File: config.mk
export PLATFORM = sky130hd
export DESIGN_NAME = ipv4_five_tuple_extractor_core
export DESIGN_NICKNAME = d
export VERILOG_FILES = /design/src/ipv4ft_pkg.sv /design/src/ipv4_five_tuple_extractor_core.sv /design/src/ipv4ft_capture.sv /design/src/ipv4ft_result.sv
export SDC_FILE = /design/constraint.sdc
export NUM_CORES = 1
export LEC_CHECK = 0
export BUFFER_PORTS_ARGS = -buffer_cell sky130_fd_sc_hd__buf_2
export CAP_MARGIN = 20
export CORE_MARGIN = 2
export CORE_UTILIZATION = 55
export DETAILED_ROUTE_END_ITERATION = 8
export MAX_ROUTING_LAYER = met4
export PLACE_DENSITY_LB_ADDON = 0.1
export SYNTH_ARGS = -nofsm -noshare
export SYNTH_HDL_FRONTEND = slang
export SYNTH_SLANG_ARGS = --single-unit
export TNS_END_PERCENT = 1
File: constraint.sdc
create_clock -name clock -period 13.4 [get_ports clock]
set_clock_uncertainty 0.15 [all_clocks]
set_input_delay 0.67 -clock clock [delete_from_list [all_inputs] [get_ports clock]]
set_output_delay 0.67 -clock clock [all_outputs]
set_load 0.02 [all_outputs]
File: src/ipv4ft_pkg.sv
package ipv4ft_pkg;

   localparam int unsigned OFFSET_WIDTH = 16;

   localparam logic [OFFSET_WIDTH-1:0] OFF_KIND_HI  = 16'd12;
   localparam logic [OFFSET_WIDTH-1:0] OFF_KIND_LO  = 16'd13;
   localparam logic [OFFSET_WIDTH-1:0] OFF_IHL      = 16'd14;
   localparam logic [OFFSET_WIDTH-1:0] OFF_PROTO    = 16'd23;
   localparam logic [OFFSET_WIDTH-1:0] OFF_SRC_0    = 16'd26;
   localparam logic [OFFSET_WIDTH-1:0] OFF_SRC_1    = 16'd27;
   localparam logic [OFFSET_WIDTH-1:0] OFF_SRC_2    = 16'd28;
   localparam logic [OFFSET_WIDTH-1:0] OFF_SRC_3    = 16'd29;
   localparam logic [OFFSET_WIDTH-1:0] OFF_DST_0    = 16'd30;
   localparam logic [OFFSET_WIDTH-1:0] OFF_DST_1    = 16'd31;
   localparam logic [OFFSET_WIDTH-1:0] OFF_DST_2    = 16'd32;
   localparam logic [OFFSET_WIDTH-1:0] OFF_DST_3    = 16'd33;
   localparam logic [OFFSET_WIDTH-1:0] ADDR_END     = 16'd34;
   localparam logic [OFFSET_WIDTH-1:0] OFFSET_MAX   = 16'hFFFF;

   localparam logic [6:0]  ETH_HDR_BYTES = 7'd14;
   localparam logic [6:0]  PORT_BYTES    = 7'd4;
   localparam logic [15:0] IPV4_KIND     = 16'h0800;
   localparam logic [7:0]  PROTO_TCP     = 8'd6;
   localparam logic [7:0]  PROTO_UDP     = 8'd17;
   localparam logic [3:0]  MIN_HDR_WORDS = 4'd5;

   typedef struct packed {
      logic [OFFSET_WIDTH-1:0] byte_offset;
      logic [15:0]             ether_kind;
      logic [3:0]              header_words;
      logic [7:0]              proto_seen;
      logic [31:0]             src_addr;
      logic [31:0]             dst_addr;
      logic [15:0]             src_port;
      logic [15:0]             dst_port;
   } frame_state_type;

   function automatic logic [6:0] port_start(input logic [3:0] words);
      return ETH_HDR_BYTES + {1'b0, words, 2'b00};
   endfunction

endpackage

File: src/ipv4_five_tuple_extractor_core.sv
// Ethernet/IPv4 five-tuple extractor.
// req channel: one frame byte per transfer (req_frame_byte), with
// req_last_byte marking the final byte. Byte 0 is destination MAC byte 0.
// rsp channel: one transfer per IPv4 frame (EtherType 0x0800) carrying the
// addresses, protocol, ports (0 unless TCP/UDP, IHL >= 5), the frame length
// (saturating at 65535) and the short-frame / bad-header-length flags.
// Non-IPv4 frames produce no transfer.
// Throughput: one byte per cycle across frames while req_stall is low.
// The accepted last byte lands in the input register; from there
// it is parsed into the result register, which drives the rsp channel.
// Reset clears the frame state and both valid registers; no result pending.
// When rsp_stall holds a result, non-final bytes keep flowing; the next
// frame-ending byte that yields a result waits in the parse stage and
// req_stall rises until the held result is taken.
module ipv4_five_tuple_extractor_core
   import ipv4ft_pkg::*;
(
   input  logic        clock,
   input  logic        reset,
   input  logic        req_valid,
   output logic        req_stall,
   input  logic [7:0]  req_frame_byte,
   input  logic        req_last_byte,
   output logic        rsp_valid,
   input  logic        rsp_stall,
   output logic [31:0] rsp_source_address,
   output logic [31:0] rsp_dest_address,
   output logic [7:0]  rsp_protocol_number,
   output logic [15:0] rsp_source_port,
   output logic [15:0] rsp_dest_port,
   output logic [15:0] rsp_frame_length,
   output logic        rsp_short_frame,
   output logic        rsp_bad_header_length
);

   logic            in_valid_ff;
   logic [7:0]      byte_ff;
   logic            last_ff;
   logic            advance;
   frame_state_type view;

   assign req_stall = in_valid_ff && !advance;

   always_ff @(posedge clock) begin
      if (reset) begin
         in_valid_ff <= 1'b0;
      end else if (!req_stall) begin
         in_valid_ff <= req_valid;
      end
   end

   always_ff @(posedge clock) begin
      if (!req_stall) begin
         byte_ff <= req_frame_byte;
         last_ff <= req_last_byte;
      end
   end

   ipv4ft_capture u_capture (
      .clock      (clock),
      .reset      (reset),
      .proc_valid (in_valid_ff),
      .advance    (advance),
      .byte_value (byte_ff),
      .last_flag  (last_ff),
      .view       (view)
   );

   ipv4ft_result u_result (
      .clock                 (clock),
      .reset                 (reset),
      .proc_valid            (in_valid_ff),
      .last_flag             (last_ff),
      .view                  (view),
      .advance               (advance),
      .rsp_valid             (rsp_valid),
      .rsp_stall             (rsp_stall),
      .rsp_source_address    (rsp_source_address),
      .rsp_dest_address      (rsp_dest_address),
      .rsp_protocol_number   (rsp_protocol_number),
      .rsp_source_port       (rsp_source_port),
      .rsp_dest_port         (rsp_dest_port),
      .rsp_frame_length      (rsp_frame_length),
      .rsp_short_frame       (rsp_short_frame),
      .rsp_bad_header_length (rsp_bad_header_length)
   );

endmodule

File: src/ipv4ft_capture.sv
module ipv4ft_capture
   import ipv4ft_pkg::*;
(
   input  logic            clock,
   input  logic            reset,
   input  logic            proc_valid,
   input  logic            advance,
   input  logic [7:0]      byte_value,
   input  logic            last_flag,
   output frame_state_type view
);

   frame_state_type state_ff;
   frame_state_type state_in;
   logic [OFFSET_WIDTH-1:0] off;
   logic [OFFSET_WIDTH-1:0] pstart;

   assign off = state_ff.byte_offset;

   always_comb begin
      view = state_ff;
      unique case (off)
         OFF_KIND_HI: view.ether_kind[15:8]  = byte_value;
         OFF_KIND_LO: view.ether_kind[7:0]   = byte_value;
         OFF_IHL:     view.header_words      = byte_value[3:0];
         OFF_PROTO:   view.proto_seen        = byte_value;
         OFF_SRC_0:   view.src_addr[31:24]   = byte_value;
         OFF_SRC_1:   view.src_addr[23:16]   = byte_value;
         OFF_SRC_2:   view.src_addr[15:8]    = byte_value;
         OFF_SRC_3:   view.src_addr[7:0]     = byte_value;
         OFF_DST_0:   view.dst_addr[31:24]   = byte_value;
         OFF_DST_1:   view.dst_addr[23:16]   = byte_value;
         OFF_DST_2:   view.dst_addr[15:8]    = byte_value;
         OFF_DST_3:   view.dst_addr[7:0]     = byte_value;
         default: ;
      endcase
      pstart = {9'd0, port_start(view.header_words)};
      if (view.header_words >= MIN_HDR_WORDS) begin
         if (off == pstart) begin
            view.src_port[15:8] = byte_value;
         end else if (off == pstart + 16'd1) begin
            view.src_port[7:0] = byte_value;
         end else if (off == pstart + 16'd2) begin
            view.dst_port[15:8] = byte_value;
         end else if (off == pstart + 16'd3) begin
            view.dst_port[7:0] = byte_value;
         end
      end
      if (off != OFFSET_MAX) begin
         view.byte_offset = off + 16'd1;
      end
   end

   always_comb begin
      state_in = state_ff;
      if (proc_valid && advance) begin
         state_in = last_flag ? '0 : view;
      end
   end

   always_ff @(posedge clock) begin
      if (reset) begin
         state_ff <= '0;
      end else begin
         state_ff <= state_in;
      end
   end

endmodule

File: src/ipv4ft_result.sv
module ipv4ft_result
   import ipv4ft_pkg::*;
(
   input  logic            clock,
   input  logic            reset,
   input  logic            proc_valid,
   input  logic            last_flag,
   input  frame_state_type view,
   output logic            advance,
   output logic            rsp_valid,
   input  logic            rsp_stall,
   output logic [31:0]     rsp_source_address,
   output logic [31:0]     rsp_dest_address,
   output logic [7:0]      rsp_protocol_number,
   output logic [15:0]     rsp_source_port,
   output logic [15:0]     rsp_dest_port,
   output logic [15:0]     rsp_frame_length,
   output logic            rsp_short_frame,
   output logic            rsp_bad_header_length
);

   logic        emit;
   logic        bad_hl;
   logic        ports_used;
   logic        short_fr;
   logic [6:0]  hdr_end;

   logic        valid_ff, valid_in;
   logic [31:0] src_addr_ff, dst_addr_ff;
   logic [7:0]  proto_ff;
   logic [15:0] src_port_ff, dst_port_ff, length_ff;
   logic        short_ff, bad_hl_ff;

   assign emit       = proc_valid && last_flag && (view.ether_kind == IPV4_KIND);
   assign advance    = !(emit && valid_ff && rsp_stall);
   assign bad_hl     = view.header_words < MIN_HDR_WORDS;
   assign ports_used = !bad_hl &&
                       (view.proto_seen == PROTO_TCP || view.proto_seen == PROTO_UDP);
   assign hdr_end    = port_start(view.header_words) + PORT_BYTES;
   assign short_fr   = (view.byte_offset < ADDR_END) ||
                       (ports_used && (view.byte_offset < {9'd0, hdr_end}));

   always_comb begin
      valid_in = valid_ff;
      if (emit && advance) begin
         valid_in = 1'b1;
      end else if (!rsp_stall) begin
         valid_in = 1'b0;
      end
   end

   always_ff @(posedge clock) begin
      if (reset) begin
         valid_ff <= 1'b0;
      end else begin
         valid_ff <= valid_in;
      end
   end

   always_ff @(posedge clock) begin
      if (emit && advance) begin
         src_addr_ff <= view.src_addr;
         dst_addr_ff <= view.dst_addr;
         proto_ff    <= view.proto_seen;
         src_port_ff <= ports_used ? view.src_port : 16'd0;
         dst_port_ff <= ports_used ? view.dst_port : 16'd0;
         length_ff   <= view.byte_offset;
         short_ff    <= short_fr;
         bad_hl_ff   <= bad_hl;
      end
   end

   assign rsp_valid             = valid_ff;
   assign rsp_source_address    = src_addr_ff;
   assign rsp_dest_address      = dst_addr_ff;
   assign rsp_protocol_number   = proto_ff;
   assign rsp_source_port       = src_port_ff;
   assign rsp_dest_port         = dst_port_ff;
   assign rsp_frame_length      = length_ff;
   assign rsp_short_frame       = short_ff;
   assign rsp_bad_header_length = bad_hl_ff;

   a_hold_only_when_blocked: assert property (@(posedge clock) disable iff (reset)
      !advance |-> valid_ff && rsp_stall)
      else $error("pipeline held without a blocked result");

   a_emit_loads: assert property (@(posedge clock) disable iff (reset)
      emit && advance |=> valid_ff)
      else $error("result lost");

   a_bad_hl_no_ports: assert property (@(posedge clock) disable iff (reset)
      valid_ff && bad_hl_ff |-> src_port_ff == 16'd0 && dst_port_ff == 16'd0)
      else $error("ports reported with bad header length");

   a_short_flag: assert property (@(posedge clock) disable iff (reset)
      valid_ff && (length_ff < ADDR_END) |-> short_ff)
      else $error("short frame not flagged");

endmodule

### Word level (Yosys, flattened, before mapping)

Cells that the tools add are included.

* memories kept: 0
* register bits: 273
* input bits: 13
* bits in writable memories: 0
* bits in latches: 0
* memory bits (read-only): 0
* output and inout port bits: 124

* multiply operators: 0
* mux-type cells: 24
* $add $sub $neg: 6
* divide/modulo/power cells: 0
* equality and inequality tests: 21
* bitwise gates (word level): 0
* magnitude comparators: 4
* shift operators: 0
* reduce and logical (&&, ||, !) cells: 13

Operator list (count)
* $mux 140: 1
* $mux 8: 16
* $eq 16x5->1 const B: 7
* $eq 16x16->1: 3
* $eq 16x4->1 const B: 3
* $eq 16x6->1 const B: 2
* $mux 16: 2
* $mux 32: 1
* $mux 24: 1
* $add 16x1->16 const B: 1
* $add 7x2->8 const B: 2
* $eq 16x12->1 const B: 1
* $eq 16x7->1: 1
* $lt 16x6->1 const B: 1
* $lt 16x7->1: 1
* $ne 16x16->1 const B: 1
* $logic_and 1x1->1: 9
* $add 7x1->8 const B: 1
* $eq 8x3->1 const B: 1
* $eq 8x5->1 const B: 1
* $add 4x6->7 const A: 1
* $add 7x3->7 const B: 1
* $ge 4x3->1 const B: 1
* $lt 4x3->1 const B: 1
* 5 further kinds: 8

### Depth between registers and ports, before layout

Gate-level depths: netlist of run 1.

* depth in word-level cells: 11
* gate-level depth with buffers: 19
* gate-level depth less buffers: 18

### By module

A second synthesis of run 1 with hierarchy kept.

* cells, all modules: 1082
* area, all modules: 12414.4 µm²

Modules (own cells, without submodules)
* ipv4ft_capture: cells each 868, times used 1, seq. area each 2802.7 µm², area an instance 7867.5 µm²
* ipv4ft_result: cells each 200, times used 1, seq. area each 3683.5 µm², area an instance 4226.6 µm²
* ipv4_five_tuple_extractor_core: cells each 14, times used 1, seq. area each 290.3 µm², area an instance 320.3 µm²

### Worst setup path after synthesis of run 1

Ideal clock, no wire load.

* path type: register to register
* start: reg u_capture.state_ff, in the netlist u_capture.off[12]
* end: reg u_result.bad_hl_ff, in the netlist u_result.rsp_bad_header_length, enable pin
* data arrival time: 7957 ps
* path slack: 4648 ps
* required time: 12606 ps
* cell stages (with the launch flop): 9
* setup time: 644 ps
* cells stage by stage: dfxtp_1 > buf_2 > or4_1 > buf_2 > nor4_4 > a21o_1 > nand4_2 > or2_2 > a21oi_1

* word-level cells in the longest chain between the ends: 8
* elaborated cells on any way between the ends: 10
* those cells by class: 3 x eq/ne; 2 x mux; 5 x reduce/logical

Ends and longest elaborated chain
* start, declared: RTL line ipv4ft_capture.sv:13 `frame_state_type state_ff;`
* start signal, assigned: RTL line ipv4ft_capture.sv:65 `state_ff <= state_in;`
* $eq 16x4->1: RTL line ipv4ft_capture.sv:22 `unique case (off)`
* $mux 8: RTL line ipv4ft_capture.sv:22
* $eq 16x12->1 (*): RTL line ipv4ft_result.sv:34 `assign emit = proc_valid && last_flag && (view.ether_kind == IPV4_KIND);`
* $logic_and 1x1->1 (*): RTL line ipv4ft_result.sv:34
* $logic_and 1x1->1 (2 in series): RTL line ipv4ft_result.sv:35 `assign advance = !(emit && valid_ff && rsp_stall);`
* $logic_not 1->1: RTL line ipv4ft_result.sv:35
* $logic_and 1x1->1 (*): RTL line ipv4ft_result.sv:61 `if (emit && advance) begin`
* end signal, assigned: RTL line ipv4ft_result.sv:69 `bad_hl_ff <= bad_hl;`
* end, declared: RTL line ipv4ft_result.sv:32 `logic short_ff, bad_hl_ff;`

Every way passes the cells marked *; elsewhere a longest branch is shown, timed or not.
A chain may end at the register's enable or synchronous reset.

### Worst setup path after layout of run 1

* start: reg u_capture.state_ff, in the netlist u_capture.off[12]
* end: reg u_result.src_port_ff[1], in the netlist u_result.rsp_source_port[1], data pin

* word-level cells in the longest chain between the ends: 8
* elaborated cells on any way between the ends: 18
* those cells by class: 2 x add/sub; 2 x order compare; 6 x eq/ne; 5 x mux; 3 x reduce/logical

Ends and longest elaborated chain
* $eq 16x4->1: RTL line ipv4ft_capture.sv:22
* $mux 4: RTL line ipv4ft_capture.sv:22
* $add 4x6->7: RTL line ipv4ft_pkg.sv:39 `return ETH_HDR_BYTES + {1'b0, words, 2'b00};`
* $add 7x1->8: RTL line ipv4ft_capture.sv:41 `end else if (off == pstart + 16'd1) begin`
* $eq 16x16->1: RTL line ipv4ft_capture.sv:41
* $mux 8: RTL line ipv4ft_capture.sv:41
* $mux 24: RTL line ipv4ft_capture.sv:39 `if (off == pstart) begin`
* $mux 32: RTL line ipv4ft_capture.sv:38 `if (view.header_words >= MIN_HDR_WORDS) begin`
* end signal, assigned: RTL line ipv4ft_result.sv:65 `src_port_ff <= ports_used ? view.src_port : 16'd0;`
* end, declared: RTL line ipv4ft_result.sv:31 `logic [15:0] src_port_ff, dst_port_ff, length_ff;`

Several ways; a longest one is shown, not always the timed one.

==> metrics.txt, run 1 <==
placed wire-length estimate after detailed placement=18.8 mm; fraction of registers with async set/reset=0%; drt total wl=31.3 mm; dominant register cell in the synthesized netlist=sky130_fd_sc_hd__dfxtp_1; complex-gate fraction of the synthesized area=12.4%; maximum clock frequency=194 MHz; antenna violations before repair=1; Initial DRT Pass Iterations=7; Mapped Nets=1,181; Max-cap violations=0; post-DR wirelength/cell=20.2 µm; simple-gate portion of the synthesized area=16.2%; Crit Path Class=reg -> reg; Crit path required time=13.53 ns; adder-cell share of the synthesized area=1.02%; Worst setup SP type=register; row cnt=54; per-cell via count in the routed design=6.08; RR Endpoint=u_result.rsp_source_port[1]; transition time of the tightest slew-check pin=0.985 ns; average footprint of a synthesized cell=10.6 µm²; number of cells after detailed placement=1,495; Die X=154 µm; final number of max-transition violations=0; post-layout minimum cycle time=5.16 ns; final weighted congestion in routability-driven placement=0.875; class of the most critical hold timing path=in -> reg; number of cells in the finished layout apart from fillers=1,548; Detail Route Antenna Nets=0; startpoint of the worst hold path=req_frame_byte[4]; most frequent standard cell in the layout excluding fill and tap cells=sky130_fd_sc_hd__dfxtp_1; relative slew slack=34.1%; Clk pin slew, worst setup/hold paths=0.06 ns; global route total overflow=0; total CTS buffers=28; first-pass GRT wire length=49.5 mm; port bufs=136; combinational family with the most area after synthesis=simple AND/OR/NAND/NOR gates; post-route fraction of the period consumed by the critical path=38.5%; All-Layer GR Usage=26.8%; largest net degree at the start of global routing=92; number of fill cells=1,762; Mapped Cells=1,158; Seq/Total Area, Yosys=55.0%; share of final-layout standard cells stronger than drive strength 1=22.3%; Initial Util=56.3%; worst slack at placement=8.44 ns; maximum buffer depth of the clock tree=3; core outline area=0.0219 mm²; placed standard-cell area=0.0131 mm²; number of distinct library cells after synthesis=63; height of the die=154 µm; multiplexer fraction of the synthesized cell area=9.56%; Cell Pwr Density=121 mW/mm²; unrepaired setup endpoints after global routing=no; YS warnings=0; Final setup violation count=0; Post-CTS Setup Inserts=0; routed vias=9,415; clock root cell=sky130_fd_sc_hd__clkbuf_16; Worst setup EP type=register; leak pwr=4.64 nW; violation count after the first detailed-route iteration=1,018; PostCTS Resize Cnt=0; area delta synth->final=13.5%; endpoints failing hold=0; synthesized-area fraction occupied by xor and xnor cells=1.42%; TritonCTS clock tree=built; Netlist Area Pre-Place=0.0123 mm²; total negative setup slack=0 ns; hold path depth=1; least setup slack across all paths after layout=8.24 ns; synthesis-stage register bit count=273; I/O pins=137; number of remaining DRC errors=0; Clock Sinks=273; highest net fanout along the worst path=16; endpoint of the worst hold-timing path=byte_ff[4]; top library cells by usage in the layout, fill and taps aside=sky130_fd_sc_hd__dfxtp_1 (142), sky130_fd_sc_hd__buf_2 (135), sky130_fd_sc_hd__edfxtp_1 (131); Die Outline Area=0.0236 mm²; worst skew pair latency=0.54 ns; launch point of the worst reg-to-reg path=u_capture.off[12]; status=completed; EDFF count, synth=131; Clock H-tree levels=1; number of nets at the end of the flow=1,268; worst reg-to-reg setup slack=8.24 ns; endpoint arrival time on the critical path=5.29 ns; via count of the first global-routing pass=8,945; CTS hold repair buffers=0; Worst R2R Path Depth=12; post-route design area=0.0140 mm²; worst ir drop on vdd=0.0888 mV
[registers in the layout (all words and copies together) (netlist names)]
signal and flops:
u_result.rsp_frame_length 16, in_valid_ff 1, u_capture.state_ff 124, u_result.rsp_source_address 32, u_result.rsp_dest_port 16, u_result.rsp_bad_header_length 1
u_result.rsp_short_frame 1, u_capture.off 16, u_result.rsp_dest_address 32, u_result.rsp_source_port 16, u_result.rsp_protocol_number 8, byte_ff 8
u_result.rsp_valid 1, last_ff 1
[how the worst max path moves through the flow]
stage	to	depth (start not counted)	startpoint
after floorplan	u_result.rsp_bad_header_length	8	u_capture.off[12]
after global placement	u_result.rsp_source_port[2]	12	u_capture.off[12]
after detailed placement	u_result.rsp_source_port[14]	12	u_capture.off[12]
after CTS	u_result.rsp_dest_port[13]	8	u_capture.off[12]
after global routing	u_result.rsp_source_port[6]	12	u_capture.off[12]
final	u_result.rsp_source_port[1]	12	u_capture.off[12]
[metrics by stage]
stage / total power [mW] / util (%) / hold slack, ns
after floorplan: 0.923 / - / 0.278
after global placement: 0.944 / 59.8 / 0.284
after detailed placement: 0.944 / 59.8 / 0.291
after CTS: 1.69 / 63.8 / 0.139
after global routing: 1.73 / 63.8 / 0.147
final: 1.68 / 63.8 / 0.152
[kinds of logic after synthesis]
kind of cell / count (synthesis)
xor gates and xnor gates: 20
DFF: 273
AOI/OAI and AO/OA: 230
adders and majority gates: 10
muxes: 109
buffers and inverters: 129
and+or+nand+nor: 387
[cell usage after synthesis (all sizes together), types with 3 or more instances]
| cell type | number | area, µm² |
|---|---|---|
| or4 | 5 | 41.3 |
| mux2i | 40 | 400 |
| and2 | 4 | 25.0 |
| and4 | 5 | 43.8 |
| nand2b | 44 | 275 |
| edfxtp | 131 | 3930 |
| mux2 | 69 | 777 |
| nand4 | 9 | 62.6 |
| nand3 | 92 | 460 |
| nor2 | 73 | 274 |
| or3 | 8 | 50.1 |
| o32ai | 44 | 385 |
| clkbuf | 62 | 233 |
| buf | 37 | 200 |
| o2111ai | 4 | 35.0 |
| nand2 | 86 | 323 |
| ha | 10 | 125 |
| nor3b | 3 | 22.5 |
| or2 | 3 | 18.8 |
| nor4 | 13 | 118 |
| a22o | 16 | 140 |
| nor2b | 19 | 119 |
| o2bb2ai | 3 | 38.8 |
| a31oi | 5 | 31.3 |
| nor3 | 9 | 50.1 |
| and3 | 7 | 43.8 |
| a41oi | 4 | 35.0 |
| dfxtp | 142 | 2840 |
| xor2 | 10 | 87.6 |
| a31o | 3 | 26.3 |
| inv | 30 | 113 |
| xnor2 | 10 | 87.6 |
| a21oi | 96 | 480 |
| o21ai | 35 | 179 |
[critical path, stage by stage (launching register included)]
cell and delay (ns):
sky130_fd_sc_hd__dfxtp_1 0.40, sky130_fd_sc_hd__nor4_1 0.79, sky130_fd_sc_hd__nand4_1 0.65, sky130_fd_sc_hd__a21oi_1 0.40, sky130_fd_sc_hd__inv_1 0.10, sky130_fd_sc_hd__ha_1 0.35, sky130_fd_sc_hd__xor2_1 0.17, sky130_fd_sc_hd__nor4_1 0.18
sky130_fd_sc_hd__inv_1 0.06, sky130_fd_sc_hd__a211oi_1 0.50, sky130_fd_sc_hd__and4_1 0.81, sky130_fd_sc_hd__mux2i_1 0.27, sky130_fd_sc_hd__nor2_1 0.05
[layout make-up]
type	count	area, µm²	area share [%]
timing repair buffer	156	833	5.96
tap	280	350	2.51
multi-input combinational	756	5010	35.8
inverter	30	113	0.806
clock buffer	39	773	5.53
antenna	1	2.50	0.0179
sequential	273	6780	48.5
clock inverter	13	116	0.833
[power by group]
part,switching (mW),internal [mW]
Sequential,0.00129,0.868
Combinational,0.0461,0.0113
Clock,0.317,0.440
[per-layer routing]
| layer | part of all wire, % | global-route usage [%] | vias up |
|---|---|---|---|
| met3 | 6.4 | 4.03 | 63 |
| li1 | - | - | 4413 |
| met5 | 0 | - | - |
| met4 | 2.3 | 7.73 | 0 |
| met2 | 46 | 40.9 | 343 |
| met1 | 45 | 37.6 | 4596 |
Power figures use the tool's default switching activity.
==> run 2: changes to the inputs <==
clock period = 4.78 ns   (was 13.4 ns; I/O delays follow)
==> metrics.txt, run 2 (synthesized netlist as in run 1, its figures left out) <==
maximum buffer depth of the clock tree=3; row cnt=54; class of the most critical hold timing path=in -> reg; number of nets at the end of the flow=1,290; total negative setup slack=0 ns; per-cell via count in the routed design=6.02; number of remaining DRC errors=0; violation count after the first detailed-route iteration=789; global route total overflow=0; leak pwr=4.78 nW; number of flip-flops under the largest register name=124; Die Outline Area=0.0236 mm²; placed wire-length estimate after detailed placement=19.6 mm; maximum clock frequency=238 MHz; All-Layer GR Usage=27.0%; Cell Pwr Density=335 mW/mm²; sequential cell area=0.00678 mm²; most frequent standard cell in the layout excluding fill and tap cells=sky130_fd_sc_hd__dfxtp_1; Detail Route Antenna Nets=0; TritonCTS clock tree=built; endpoint arrival time on the critical path=4.37 ns; drt total wl=31.6 mm; Final setup violation count=0; Max-cap violations=0; status=completed; Clk pin slew, worst setup/hold paths=0.06 ns; top routing layer in use=met4; endpoints failing hold=0; worst ir drop on vdd=0.243 mV; Clock H-tree levels=1; Initial Util=56.3%; Worst setup SP type=register; area occupied by multi-input gates=0.00501 mm²; largest net degree at the start of global routing=87; port bufs=136; worst skew pair latency=0.53 ns; number of cells after detailed placement=1,507; post-route fraction of the period consumed by the critical path=87.8%; final number of max-transition violations=0; Clock Sinks=273; Crit path required time=4.96 ns; CTS hold repair buffers=10; Crit Path Class=reg -> reg; I/O pins=137; post-layout minimum cycle time=4.20 ns; number of cells in the finished layout apart from fillers=1,569; via count of the first global-routing pass=8,864; post-DR wirelength/cell=20.1 µm; antenna violations before repair=1; register name with the most flops=u_capture.state_ff; first-pass GRT wire length=49.7 mm; top library cells by usage in the layout, fill and taps aside=sky130_fd_sc_hd__dfxtp_1 (142), sky130_fd_sc_hd__buf_2 (135), sky130_fd_sc_hd__edfxtp_1 (131); M1 wire length=14.2 mm; relative slew slack=31.8%; transition time of the tightest slew-check pin=1.02 ns; share of final-layout standard cells stronger than drive strength 1=23.6%; Initial DRT Pass Iterations=5; core outline area=0.0219 mm²; total CTS buffers=28; height of the die=154 µm; clock root cell=sky130_fd_sc_hd__clkbuf_16; area delta synth->final=15.6%; number of fill cells=1,753; Met2 Routed Length=14.9 mm; unrepaired setup endpoints after global routing=no; Post-CTS Setup Inserts=0; Die X=154 µm; routed vias=9,440; Inserted Diodes=0; highest net fanout along the worst path=10; final weighted congestion in routability-driven placement=0.913; Worst setup EP type=register; PostCTS Resize Cnt=0; routed wire length on met3=1.81 mm
==> run 2: cell count changes in the layout (fill, tap and decap cells not counted), moves of 3 or more <==
cell / delta
sky130_fd_sc_hd__clkinvlp_4: +3
sky130_fd_sc_hd__clkinv_2: +6
sky130_fd_sc_hd__buf_4: +8
sky130_fd_sc_hd__clkbuf_1: -9
sky130_fd_sc_hd__buf_12: +4
sky130_fd_sc_hd__dlygate4sd3_1: +10
==> run 2: layout make-up <==
| type | count | area share [%] |
|---|---|---|
| clock buffer | 31 | 5.29 |
| clock inverter | 21 | 1.16 |
| inverter | 30 | 0.791 |
| multi-input combinational | 756 | 35.2 |
| sequential | 273 | 47.6 |
| tap | 280 | 2.46 |
| timing repair buffer | 178 | 7.54 |
==> run 2: through the flow <==
stage | hold slack (ns) | utilization [%] | instance area (µm²) | setup slack, ns | power (mW)
global route | 0.0332 | 65.0 | 14200 | 0.0295 | 4.89
global placement | 0.265 | 60.4 | 13200 | 0.762 | 2.65
floorplan | 0.188 | - | 12300 | 0.122 | 2.59
finish | 0.0245 | 65.0 | 14200 | 0.585 | 4.77
CTS | 0.00447 | 65.0 | 14200 | 0.585 | 4.79
detailed placement | 0.267 | 60.4 | 13200 | 0.677 | 2.65
==> run 2: power by group <==
part / total (mW) / internal, mW / switching (mW) / leakage (nW)
sequential: 2.45 / 2.43 / 0.0156 / 2.10
combinational: 0.159 / 0.0391 / 0.119 / 2.23
clock: 2.16 / 1.24 / 0.918 / 0.452
==> run 2: per-layer routing <==
| layer | global-route usage [%] | up-vias |
|---|---|---|
| met5 | - | - |
| met4 | 7.43 | 0 |
| met3 | 2.76 | 53 |
| met2 | 41.9 | 343 |
| met1 | 38.1 | 4594 |
| li1 | - | 4450 |
==> run 2: final timing paths <==
check / startpoint / endpoint / slack [ns] / cells after the start
min: reset / u_capture.state_ff[115] / 0.02 / 2
max reg2reg: u_capture.off[5] / u_result.rsp_short_frame / 0.58 / 15
min reg2reg: u_capture.state_ff[36] / u_capture.state_ff[36] / 0.30 / 2
max: u_capture.off[5] / u_result.rsp_short_frame / 0.58 / 15
==> run 2: worst max-delay path: stages (launching register included) <==
cell,delay (ns)
sky130_fd_sc_hd__dfxtp_1,0.41
sky130_fd_sc_hd__nor4_1,0.61
sky130_fd_sc_hd__nand4_1,0.24
sky130_fd_sc_hd__buf_4,0.24
sky130_fd_sc_hd__a21oi_1,0.20
sky130_fd_sc_hd__ha_1,0.30
sky130_fd_sc_hd__o21a_1,0.18
sky130_fd_sc_hd__o22ai_1,0.15
sky130_fd_sc_hd__mux2i_1,0.14
sky130_fd_sc_hd__xor2_1,0.17
sky130_fd_sc_hd__ha_1,0.32
sky130_fd_sc_hd__o22ai_1,0.17
sky130_fd_sc_hd__nor2_1,0.05
sky130_fd_sc_hd__o21ai_0,0.07
sky130_fd_sc_hd__nand4bb_1,0.18
sky130_fd_sc_hd__a2111oi_1,0.42
